### src/hw/rtl/bpc_pkg.sv
// ----------------------------------------------------------------------------
// Pressure compensation package
// Shared types, constants and status codes.
// ----------------------------------------------------------------------------
package bpc_pkg;

   localparam int QDEPTH = 2;

   typedef enum logic [1:0] {
      STATUS_OK     = 2'd0,
      STATUS_DIVZ   = 2'd1,
      STATUS_SAT    = 2'd2,
      STATUS_UNUSED = 2'd3
   } status_type;

   localparam logic [1:0] CSR_A = 2'd0;
   localparam logic [1:0] CSR_B = 2'd1;
   localparam logic [1:0] CSR_C = 2'd2;

   localparam logic signed [31:0] C_3038  = 32'sd3038;
   localparam logic signed [31:0] C_M7357 = -32'sd7357;
   localparam logic signed [31:0] C_3791  = 32'sd3791;
   localparam logic [31:0]        C_50000 = 32'd50000;
   localparam logic signed [31:0] C_4000  = 32'sd4000;
   localparam logic [31:0]        C_32768 = 32'd32768;

   typedef struct packed {
      logic [15:0] raw_temp;
      logic [15:0] raw_press;
   } item_type;

   typedef struct packed {
      logic signed [15:0] temp_tenths;
      logic [17:0]        press_pa;
      logic [1:0]         status;
   } result_type;

endpackage

### src/hw/rtl/bpc_front.sv
// ----------------------------------------------------------------------------
// Pressure compensation front
// Accepts raw readings into a short queue.
// ----------------------------------------------------------------------------
module bpc_front (
   input  logic              clock,
   input  logic              reset,
   input  logic              push,
   output logic              full,
   input  bpc_pkg::item_type item_in,
   input  logic              take,
   output logic              avail,
   output bpc_pkg::item_type item_out
);
   bpc_pkg::item_type mem_ff [bpc_pkg::QDEPTH];
   logic       wp_ff, rp_ff;
   logic [1:0] cnt_ff;
   logic       do_push, do_pop;

   assign full  = (cnt_ff == 2'(bpc_pkg::QDEPTH));
   assign avail = (cnt_ff != 2'd0);
   assign do_push = push && !full;
   assign do_pop  = take && avail;
   assign item_out = mem_ff[rp_ff];

   always_ff @(posedge clock) begin
      if (do_push) mem_ff[wp_ff] <= item_in;
      if (reset) begin
         wp_ff <= 1'b0; rp_ff <= 1'b0; cnt_ff <= '0;
      end else begin
         if (do_push) wp_ff <= ~wp_ff;
         if (do_pop) rp_ff <= ~rp_ff;
         cnt_ff <= cnt_ff + 2'(do_push) - 2'(do_pop);
      end
   end

   a_cnt: assert property (@(posedge clock) disable iff (reset)
      cnt_ff <= 2'(bpc_pkg::QDEPTH)) else $error("queue overflow");
   a_pop: assert property (@(posedge clock) disable iff (reset)
      (cnt_ff == 2'd0) |-> !do_pop) else $error("pop from empty");
   a_keep: assert property (@(posedge clock) disable iff (reset)
      (avail && !do_pop) |=> avail) else $error("item lost");
endmodule

### config.mk
export PLATFORM = sky130hd
export DESIGN_NAME = bpc_front
export DESIGN_NICKNAME = d
export VERILOG_FILES = /design/src/hw/rtl/bpc_pkg.sv /design/src/hw/rtl/bpc_front.sv
export SDC_FILE = /design/constraint.sdc
export NUM_CORES = 1
export LEC_CHECK = 0
export ABC_AREA = 1
export BUFFER_PORTS_ARGS = -buffer_cell sky130_fd_sc_hd__buf_2
export CORE_ASPECT_RATIO = 0.75
export CORE_UTILIZATION = 35
export CTS_BUF_LIST = sky130_fd_sc_hd__clkbuf_4 sky130_fd_sc_hd__clkbuf_8
export CTS_CLUSTER_SIZE = 30
export DETAILED_ROUTE_END_ITERATION = 6
export RECOVER_POWER = 25
export SLEW_MARGIN = 20
export SYNTH_ARGS = -nofsm -noshare
export SYNTH_HDL_FRONTEND = slang
export SYNTH_SLANG_ARGS = --single-unit
### constraint.sdc
create_clock -name clock -period 3 [get_ports clock]
set_input_delay 0.15 -clock clock [delete_from_list [all_inputs] [get_ports clock]]
set_output_delay 0.15 -clock clock [all_outputs]
set_load 0.02 [all_outputs]
* Word-level counts from Yosys, hierarchy flattened
Memory sizes are Yosys's and may differ from the RTL's. A register that Yosys moved wholly into a read port is not among the register bits.
Cells that the tools add are included.
** Storage, ports and cells
- Logic and storage cells :: 17
- Input bits :: 36
- Memories kept :: 1
- RAM bits :: 64
- Output and inout bits :: 34
- Register bits :: 4
** Cells by class
- Muxes and demuxes :: 4
- Bitwise logic cells :: 2
- Reduce and logical (&&, ||, !) cells :: 4
- Add/sub/neg operators :: 2
- Eq/ne operators :: 1
** Memories
- mem_ff :: words 2, bits a word 32, read ports 1, clocked after Yosys merged registers in 1, write ports 1, RTL line bpc_front.sv:15 : bpc_pkg::item_type mem_ff [bpc_pkg::QDEPTH];
** Operators with widths (number)
- $mux 1 :: 4
- $add 2x1->2 :: 1
- $eq 2x2->1 const B :: 1
- $logic_and 1x1->1 :: 2
- $not 1->1 :: 2
- $reduce_bool 2->1 :: 1
- $sub 2x1->2 :: 1
- $logic_not 1->1 :: 1

* Logic depth before layout (Yosys ltp)
Gate-level depths: netlist of run 1.
- Depth in word-level cells :: 5
- Depth in mapped cells :: 11
- Depth with buffers taken out :: 11

* Least setup slack after synthesis of run 1
OpenSTA, ideal clock, no wires.
- Kind :: register -> register
- Start :: register cnt_ff[0]
- End :: memory mem_ff[0][0] (netlist bit), enable pin
- Slack :: 666 ps
- Cell stages (with the launch flop) :: 5
- Buffers on the path :: 0
- Period minus slack after synthesis :: 2334 ps
- Setup time :: 421 ps
- Data required time :: 2579 ps
- Arrival time :: 1913 ps
- Cell sequence :: dfxtp_1 > inv_1 > nand2_1 > nand2_1 > nor2_1
** Between the ends
- Longest elaborated chain between the ends :: 5
** Ends and longest elaborated chain
- start, declared :: RTL line bpc_front.sv:17 : logic [1:0] cnt_ff;
- start signal, assigned :: RTL line bpc_front.sv:33 : cnt_ff <= cnt_ff + 2'(do_push) - 2'(do_pop);
- $eq 2x2->1 :: RTL line bpc_front.sv:20 : assign full = (cnt_ff == 2'(bpc_pkg::QDEPTH));
- $logic_not 1->1 :: RTL line bpc_front.sv:22 : assign do_push = push && !full;
- $logic_and 1x1->1 :: RTL line bpc_front.sv:22
- $mux 1 :: RTL line bpc_front.sv:27 : if (do_push) mem_ff[wp_ff] <= item_in;
- $mux 1 (implied by the code) :: RTL line bpc_front.sv:27
- end, declared :: RTL line bpc_front.sv:15
No other way between the ends.

==> results_dict.tcl, run 1 <==
set metrics [dict create \
    status "finished, final reports clean" \
    io_buffers 69 \
    antennaDiodeCount 0 \
    vias_per_cell 4.19 \
    grt_pass1_vias 1528 \
    cp-start-kind "flop" \
    htree_levels 3 \
    powerDensity_mw_per_mm2 785 \
    drtIter0Drc 37 \
    ys_seq_elements 69 \
    cts.sinks 69 \
    fin_worst_skew_ps 9.57 \
    syn_area_mm2 0.00271 \
    critPathBufInv 2 \
    clkLatencyLatePin_ps 330 \
    critical_path_class "flop to output pin" \
    wl_per_cell_um 13.7 \
    antenna_found_initial 0 \
    setup_viol 0 \
    cp_top_family "buffers and inverters" \
    p_total_mw 2.81 \
    dp_hpwl_um 3100 \
    ys_seq_area_frac 0.745 \
    grt_pass1_wl_um 7360 \
    post-cts-setup-buffers 0 \
    rsz0062_at_grt "no" \
    min_period_over_period 0.672 \
    critPathArrivalTime_ps 1870 \
    cts_resized 0 \
    num_rows 27 \
    dieArea_mm2 0.00811 \
    synth-simple-area-share 0.0290 \
    nFillCells 684 \
    grt_max_degree 33 \
    endpoint_kind "output pin" \
    synth_compound_area_frac 0.00369 \
    final_area_mm2 0.00358 \
    max_slew_margin 0.352 \
    hold_buffers 23 \
    path_cells "buf_4 > mux2_2 > buf_2" \
    die-width_um 104 \
    yosysWarnings 0 \
    fp.coreArea_mm2 0.00743 \
    nets 282 \
    slowest_stage "dfxtp_2" \
    cts_max_path_buffers 2 \
    postRouteAntennaNets 0 \
    syn_to_final_growth_pct 32.1 \
    vias 1466 \
    hp-class "input pin to flop" \
    critPathRequiredTime_ps 2850 \
    tns_ps 0 \
    fmax_mhz 496 \
    synth_xor_area_frac 0 \
    synthCells 138 \
    max_cap_violations 0 \
    period_minus_slack_ps 2020 \
    drive_above_1_share 0.430 \
    die_height_um 78.3 \
    hold_viol 0 \
    slew_violations 0 \
    synth.mux.area_fraction 0.174 \
    synth_top_family_by_area "multiplexers" \
    pre_cts_slack_ps 1190 \
    initial_core_util 0.365 \
    cts_tree "built" \
    clk_pin_slew_ps 60 \
    synthAdderAreaFrac 0.00922 \
    place.gp.congestion 0.789 \
    firstDrtPassIters 4 \
    dpl_cell_area_mm2 0.00314 \
    syn_nets 176 \
    hold_slack_ps 51.6 \
    fin_ws_ps 983 \
    r2r_slack_ps 1200 \
    numCtsBuffers 9 \
    routed_wl_um 4790 \
    slowest_delay_ps 510 \
    tightest_slew_ps 970 \
    syn-mean-instance-area_um2 19.7 \
    gr-total-overflow 0 \
    synth.distinct_cells 12 \
    root_buffer "clkbuf_8" \
    p_leak_nw 1.44 \
    track_usage 0.126 \
    vdd_drop_max_v 0.000308 \
    cp_max_fo 24 \
    ios 70 \
    drc 0 \
]
-- metrics by stage --
stage | util | instances
after floorplan | - | 138
after global placement | 0.422 | 306
after detailed placement | 0.422 | 306
after CTS | 0.478 | 345
after global routing | 0.482 | 350
final | 0.482 | 350
-- layout by cell type, fill, tap and decap left out --
master	instances
clkinv_1	1
clkbuf_4	3
clkinv_2	1
clkbuf_2	1
dlygate4sd3_1	28
mux2_4	30
nor2_1	8
buf_2	55
clkbuf_1	13
nor2_4	1
a21oi_1	2
nand3_1	3
inv_1	9
nand2_1	8
dfxtp_1	4
buf_4	2
edfxtp_1	64
clkbuf_8	11
mux2_2	2
dfxtp_2	1
ha_1	2
-- logic make-up after synthesis --
logic type	count (synthesis)
flip-flops	69
multiplexers	32
AND/OR/NAND/NOR	20
buffers and inverters	13
AO/OA/AOI/OAI	2
adder cells (fa/ha/maj)	2
-- synth_stat cells, drive strengths merged --
master,n,area (um^2)
a21oi,2,10.0
nand3,3,15.0
ha,2,25.0
buf,4,71.3
mux2,32,473
inv,9,33.8
dfxtp,5,100
nor2,9,33.8
nand2,8,30.0
edfxtp,64,1920
-- state kept, by name, indices dropped and copies added (netlist names), named ones only --
register	flops
wp_ff	1
rp_ff	1
mem_ff	64
cnt_ff	2
-- where the power goes --
part / switching, mW / internal (mW) / total [mW]
registers: 0.0604 / 1.22 / 1.28
logic: 0.476 / 0.379 / 0.855
clock network: 0.306 / 0.369 / 0.675
-- per-layer routing --
layer / global-route usage / wire, um / share of wire
met4: 0.0343 / 37 / 0.0077
met5: 0 / 0 / 0
met3: 0.0664 / 386 / 0.081
met2: 0.197 / 2050 / 0.43
met1: 0.152 / 2320 / 0.48
-- worst paths after layout --
| kind | startpoint | end | cells past startpoint |
|---|---|---|---|
| worst max-delay path | flop | item_out[31] | 3 |
| worst min-delay path | item_in[9] | mem_ff[0][9] | 1 |
| worst max register to register | cnt_ff[0] | mem_ff[0][16] | 4 |
| worst min register to register | rp_ff | rp_ff | 2 |
-- layout make-up --
| class | count | area (um^2) | share of cell area |
|---|---|---|---|
| tap | 101 | 126 | 0.0353 |
| clock buffer | 14 | 174 | 0.0485 |
| inverter | 9 | 33.8 | 0.00942 |
| sequential | 69 | 2020 | 0.564 |
| multi-input combinational | 56 | 594 | 0.166 |
| clock inverter | 2 | 8.76 | 0.00244 |
| timing repair buffer | 99 | 624 | 0.174 |
Power figures use the tool's default switching activity.
==> run 2, diff against run 1 <==
==> constraint.sdc (replaced) <==
create_clock -name clock -period 1.9 [get_ports clock]
set_input_delay 0.095 -clock clock [delete_from_list [all_inputs] [get_ports clock]]
set_output_delay 0.095 -clock clock [all_outputs]
set_load 0.02 [all_outputs]
==> run 2 against run 1 <==
Clock-buffer cell count decreased by 5. First-iteration DRC count increased by 46%. Worst hold slack about the same. Core utilization increased by 1.6 points. Design area increased by 3.3%. Combinational power increased by 63%. Setup slack got worse by 720 ps. Sequential power increased by 57%. Critical path type unchanged.
==> results_dict.tcl, run 2 (synthesis gave the netlist of run 1 again) <==
set metrics [dict create \
    initial_core_util 0.365 \
    cp-start-kind "flop" \
    gr-total-overflow 0 \
    nFillCells 656 \
    numCtsBuffers 9 \
    seq_area_mm2 0.00202 \
    antennaDiodeCount 0 \
    fp.coreArea_mm2 0.00743 \
    largest_reg_flops 64 \
    hold_viol 0 \
    final_cell_mix "edfxtp_1 (64), buf_2 (57), dlygate4sd3_1 (33), mux2_4 (30), clkbuf_1 (11)" \
    slowest_delay_ps 410 \
    firstDrtPassIters 4 \
    critical_path_class "flop to output pin" \
    cp_max_fo 29 \
    dp_hpwl_um 2870 \
    regToRegEndpoint "cnt_ff[1]" \
    die-width_um 104 \
    rr_worst_depth 10 \
    vdd_drop_max_v 0.000619 \
    grt_max_degree 30 \
    regMostFlops "mem_ff" \
    cts_tree "built" \
    path_cells "buf_12 > mux2_2 > buf_2" \
    drc 0 \
    antenna_found_initial 0 \
    nets 290 \
    min_from "push" \
    rsz0062_at_grt "no" \
    largestRegisters "mem_ff (64), cnt_ff (2)" \
    tightest_slew_ps 276 \
    hold_end "wp_ff" \
    slowest_stage "dfxtp_2" \
    p_leak_nw 1.49 \
    die_height_um 78.3 \
    cts_max_path_buffers 2 \
    htree_levels 3 \
    setup_viol 0 \
    cts.sinks 69 \
    powerDensity_mw_per_mm2 1260 \
    tns_ps 0 \
    fin_ws_ps 263 \
    critPathArrivalTime_ps 1540 \
    vias_per_cell 4.22 \
    num_rows 27 \
    endpoint_kind "output pin" \
    critPathRequiredTime_ps 1800 \
    grt_pass1_vias 1513 \
    min_period_over_period 0.862 \
    clkLatencyLatePin_ps 340 \
    max_cap_violations 0 \
    grt_pass1_wl_um 7130 \
    track_usage 0.120 \
    syn_to_final_growth_pct 36.4 \
    r2r_start "cnt_ff[0]" \
    postRouteAntennaNets 0 \
    vias 1505 \
    io_buffers 69 \
    fmax_mhz 611 \
    status "finished, final reports clean" \
    min_delay_path_depth 3 \
    wl_per_cell_um 12.5 \
    post-cts-setup-buffers 0 \
    pre_cts_slack_ps 354 \
    max_slew_margin 0.816 \
    period_minus_slack_ps 1640 \
    clk_pin_slew_ps 70 \
    layout_commonest_cell "edfxtp_1" \
    fin_worst_skew_ps 9.88 \
    slew_violations 0 \
    drive_above_1_share 0.438 \
    root_buffer "clkbuf_8" \
    ios 70 \
    r2r_slack_ps 350 \
    drtIter0Drc 54 \
    multiInputGateArea_um2 594 \
    place.gp.congestion 0.747 \
    routed_wl_um 4460 \
    dieArea_mm2 0.00811 \
    hp-class "input pin to flop" \
]
[run 2: changes by cell type in the layout (fill, tap and decap cells not counted), sizes merged]
cell	change
buf	+5
dlygate4sd3	+5
bufinv	+2
clkinvlp	+2
clkbuf	-7
[run 2: layout make-up]
class / instances / share of cell area
Sequential cell: 69 / 0.546
Clock buffer: 9 / 0.0335
Multi-Input combinational cell: 56 / 0.161
Tap cell: 101 / 0.0341
Inverter: 9 / 0.00912
Timing Repair Buffer: 107 / 0.192
Clock inverter: 6 / 0.0240
[run 2: routing by layer]
| layer | share of wire | vias to the layer above | GRT usage |
|---|---|---|---|
| li1 | - | 734 | - |
| met1 | 0.46 | 713 | 0.139 |
| met2 | 0.46 | 52 | 0.196 |
| met3 | 0.067 | 6 | 0.0615 |
| met4 | 0.011 | 0 | 0.0343 |
| met5 | 0 | - | 0 |
[run 2: through the flow]
stage / cells / cell area [um^2] / hold slack (ps) / power, mW / util
2_1_floorplan: 138 / 2720 / 166 / 3.08 / -
6_report: 357 / 3700 / 51.8 / 4.65 / 0.498
3_5_place_dp: 309 / 3170 / 273 / 3.41 / 0.427
5_1_grt: 357 / 3700 / 69.4 / 4.89 / 0.498
3_3_place_gp: 309 / 3170 / 265 / 3.39 / 0.427
4_1_cts: 357 / 3720 / 23.8 / 4.73 / 0.500
[run 2: power by group]
group	internal (mW)	switching [mW]
Clock	0.730	0.517
Combinational	0.638	0.755
Sequential	1.93	0.0804
Total	3.30	1.35
[run 2: worst max-delay path by stage]
stage / cells past startpoint / start / end
2_1_floorplan: 4 / cnt_ff[0] / mem_ff[0][0]
3_3_place_gp: 10 / cnt_ff[0] / cnt_ff[1]
3_5_place_dp: 10 / cnt_ff[0] / cnt_ff[1]
4_1_cts: 3 / flop / item_out[31]
5_1_grt: 3 / flop / item_out[0]
6_report: 3 / flop / item_out[31]
[run 2: critical path, delay by kind of cell (launching register included)]
family,cells,cell delay [ps]
DFF,1,410
buffers and inverters,2,410
muxes,1,360
[run 2: repair_timing]
action                                 4_1_cts  5_1_grt
endpoints found under the hold margin       65        0
setup endpoints to repair                    0        0
resized for setup                            0        0
hold buffers                                33        0
==> run 3, diff against run 2 <==
--- a/config.mk
+++ b/config.mk
@@ -12,6 +12,7 @@
 export CTS_BUF_LIST = sky130_fd_sc_hd__clkbuf_4 sky130_fd_sc_hd__clkbuf_8
 export CTS_CLUSTER_SIZE = 30
 export DETAILED_ROUTE_END_ITERATION = 6
+export MAX_ROUTING_LAYER = met4
 export RECOVER_POWER = 25
 export SLEW_MARGIN = 20
 export SYNTH_ARGS = -nofsm -noshare
==> run 3 against run 2 <==
Non-clock buffer count unchanged. Clock-buffer cell count unchanged. Sequential power about the same. Setup slack about the same. Largest power group unchanged. Critical endpoint unchanged. Combinational power about the same. Core utilization unchanged. Critical path depth unchanged. Wire length about the same.
==> results_dict.tcl, run 3 (synthesis gave the netlist of run 1 again) <==
set metrics [dict create \
    wl_per_cell_um 12.5 \
    max_slew_margin 0.816 \
    vdd_drop_max_v 0.000619 \
    setup_viol 0 \
    critical_path_class "flop to output pin" \
    cts_max_path_buffers 2 \
    drtIter0Drc 54 \
    routed_wl_um 4470 \
    powerDensity_mw_per_mm2 1260 \
    drc 0 \
    track_usage 0.123 \
    place.gp.congestion 0.756 \
    postRouteAntennaNets 0 \
    grt_max_degree 30 \
    syn_to_final_growth_pct 36.4 \
    numCtsBuffers 9 \
    tightest_slew_ps 276 \
    pre_cts_slack_ps 354 \
    ios 70 \
    cp-start-kind "flop" \
    initial_core_util 0.365 \
    p_total_mw 4.65 \
    cts_tree "built" \
    hp-class "input pin to flop" \
    critPathArrivalTime_ps 1540 \
    gr-total-overflow 0 \
    rsz0062_at_grt "no" \
    antenna_found_initial 0 \
    min_period_over_period 0.862 \
    cts.sinks 69 \
    fp.coreArea_mm2 0.00743 \
    critPathRequiredTime_ps 1800 \
    p_leak_nw 1.49 \
    grt_pass1_wl_um 7130 \
    nFillCells 656 \
    regMostFlops "mem_ff" \
    period_minus_slack_ps 1640 \
    die_height_um 78.3 \
    slew_violations 0 \
    status "finished, final reports clean" \
    clkLatencyLatePin_ps 340 \
    grt_pass1_vias 1513 \
    final_area_mm2 0.00370 \
    io_buffers 69 \
    vias 1505 \
    fmax_mhz 611 \
    firstDrtPassIters 4 \
    max_cap_violations 0 \
    largestRegisters "mem_ff (64), cnt_ff (2)" \
    cp_max_fo 29 \
    root_buffer "clkbuf_8" \
    nets 290 \
    dpl_cell_area_mm2 0.00317 \
    largest_reg_flops 64 \
    layout_commonest_cell "edfxtp_1" \
    htree_levels 3 \
    fin_worst_skew_ps 9.88 \
    post-cts-setup-buffers 0 \
    dp_hpwl_um 2870 \
    fin_ws_ps 263 \
    final_cell_mix "edfxtp_1 (64), buf_2 (57), dlygate4sd3_1 (33), mux2_4 (30), clkbuf_1 (11)" \
    antennaDiodeCount 0 \
    drive_above_1_share 0.438 \
    endpoint_kind "output pin" \
    vias_per_cell 4.22 \
    die-width_um 104 \
    clk_pin_slew_ps 70 \
    tns_ps 0 \
    num_rows 27 \
    post-route-util 0.498 \
    dieArea_mm2 0.00811 \
    hold_viol 0 \
]
-- run 3: cell counts in the layout (fill, tap and decap cells not counted) --
No cell type changed its count.
-- run 3: path summary, 6_finish.rpt --
path,cells after the start,to,slack (ps),start
setup / recovery,3,item_out[31],260,flop
hold / removal,3,wp_ff,50,push
setup reg to reg,10,cnt_ff[1],350,cnt_ff[0]
hold reg to reg,2,rp_ff,520,rp_ff
-- run 3: worst max-delay path, stage by stage, from the launching register on --
cell and delay, ps:
dfxtp_2 410, buf_12 250, mux2_2 360, buf_2 160
-- run 3: routing by layer --
| layer | part of all wire | global-route usage | vias to the layer above |
|---|---|---|---|
| met5 | 0 | - | - |
| met4 | 0.011 | 0.0343 | 0 |
| met3 | 0.067 | 0.0606 | 6 |
| met2 | 0.46 | 0.196 | 53 |
| met1 | 0.46 | 0.139 | 712 |
| li1 | - | - | 734 |
-- run 3: stage by stage --
| step | hold WS (ps) | cells |
|---|---|---|
| after global routing | 69.4 | 357 |
| after detailed placement | 273 | 309 |
| after CTS | 23.8 | 357 |
| final | 52.0 | 357 |
| after floorplan | 166 | 138 |
| after global placement | 265 | 309 |
-- run 3: where the power goes --
| group | total (mW) | switching, mW | internal [mW] |
|---|---|---|---|
| logic | 1.39 | 0.755 | 0.638 |
| clock network | 1.25 | 0.517 | 0.730 |
| registers | 2.01 | 0.0804 | 1.93 |
| total | 4.65 | 1.35 | 3.30 |
-- run 3: repair_timing --
item	4_1_cts	5_1_grt
hold buffers	33	0
resized for setup	0	0
hold endpoints to repair	65	0
-- run 3: layout make-up --
type	count	area, um^2	area share
Tap cell	101	126	0.0341
Sequential cell	69	2020	0.546
Inverter	9	33.8	0.00912
Multi-Input combinational cell	56	594	0.161
Clock inverter	6	88.8	0.0240
Timing Repair Buffer	107	712	0.192
Clock buffer	9	124	0.0335
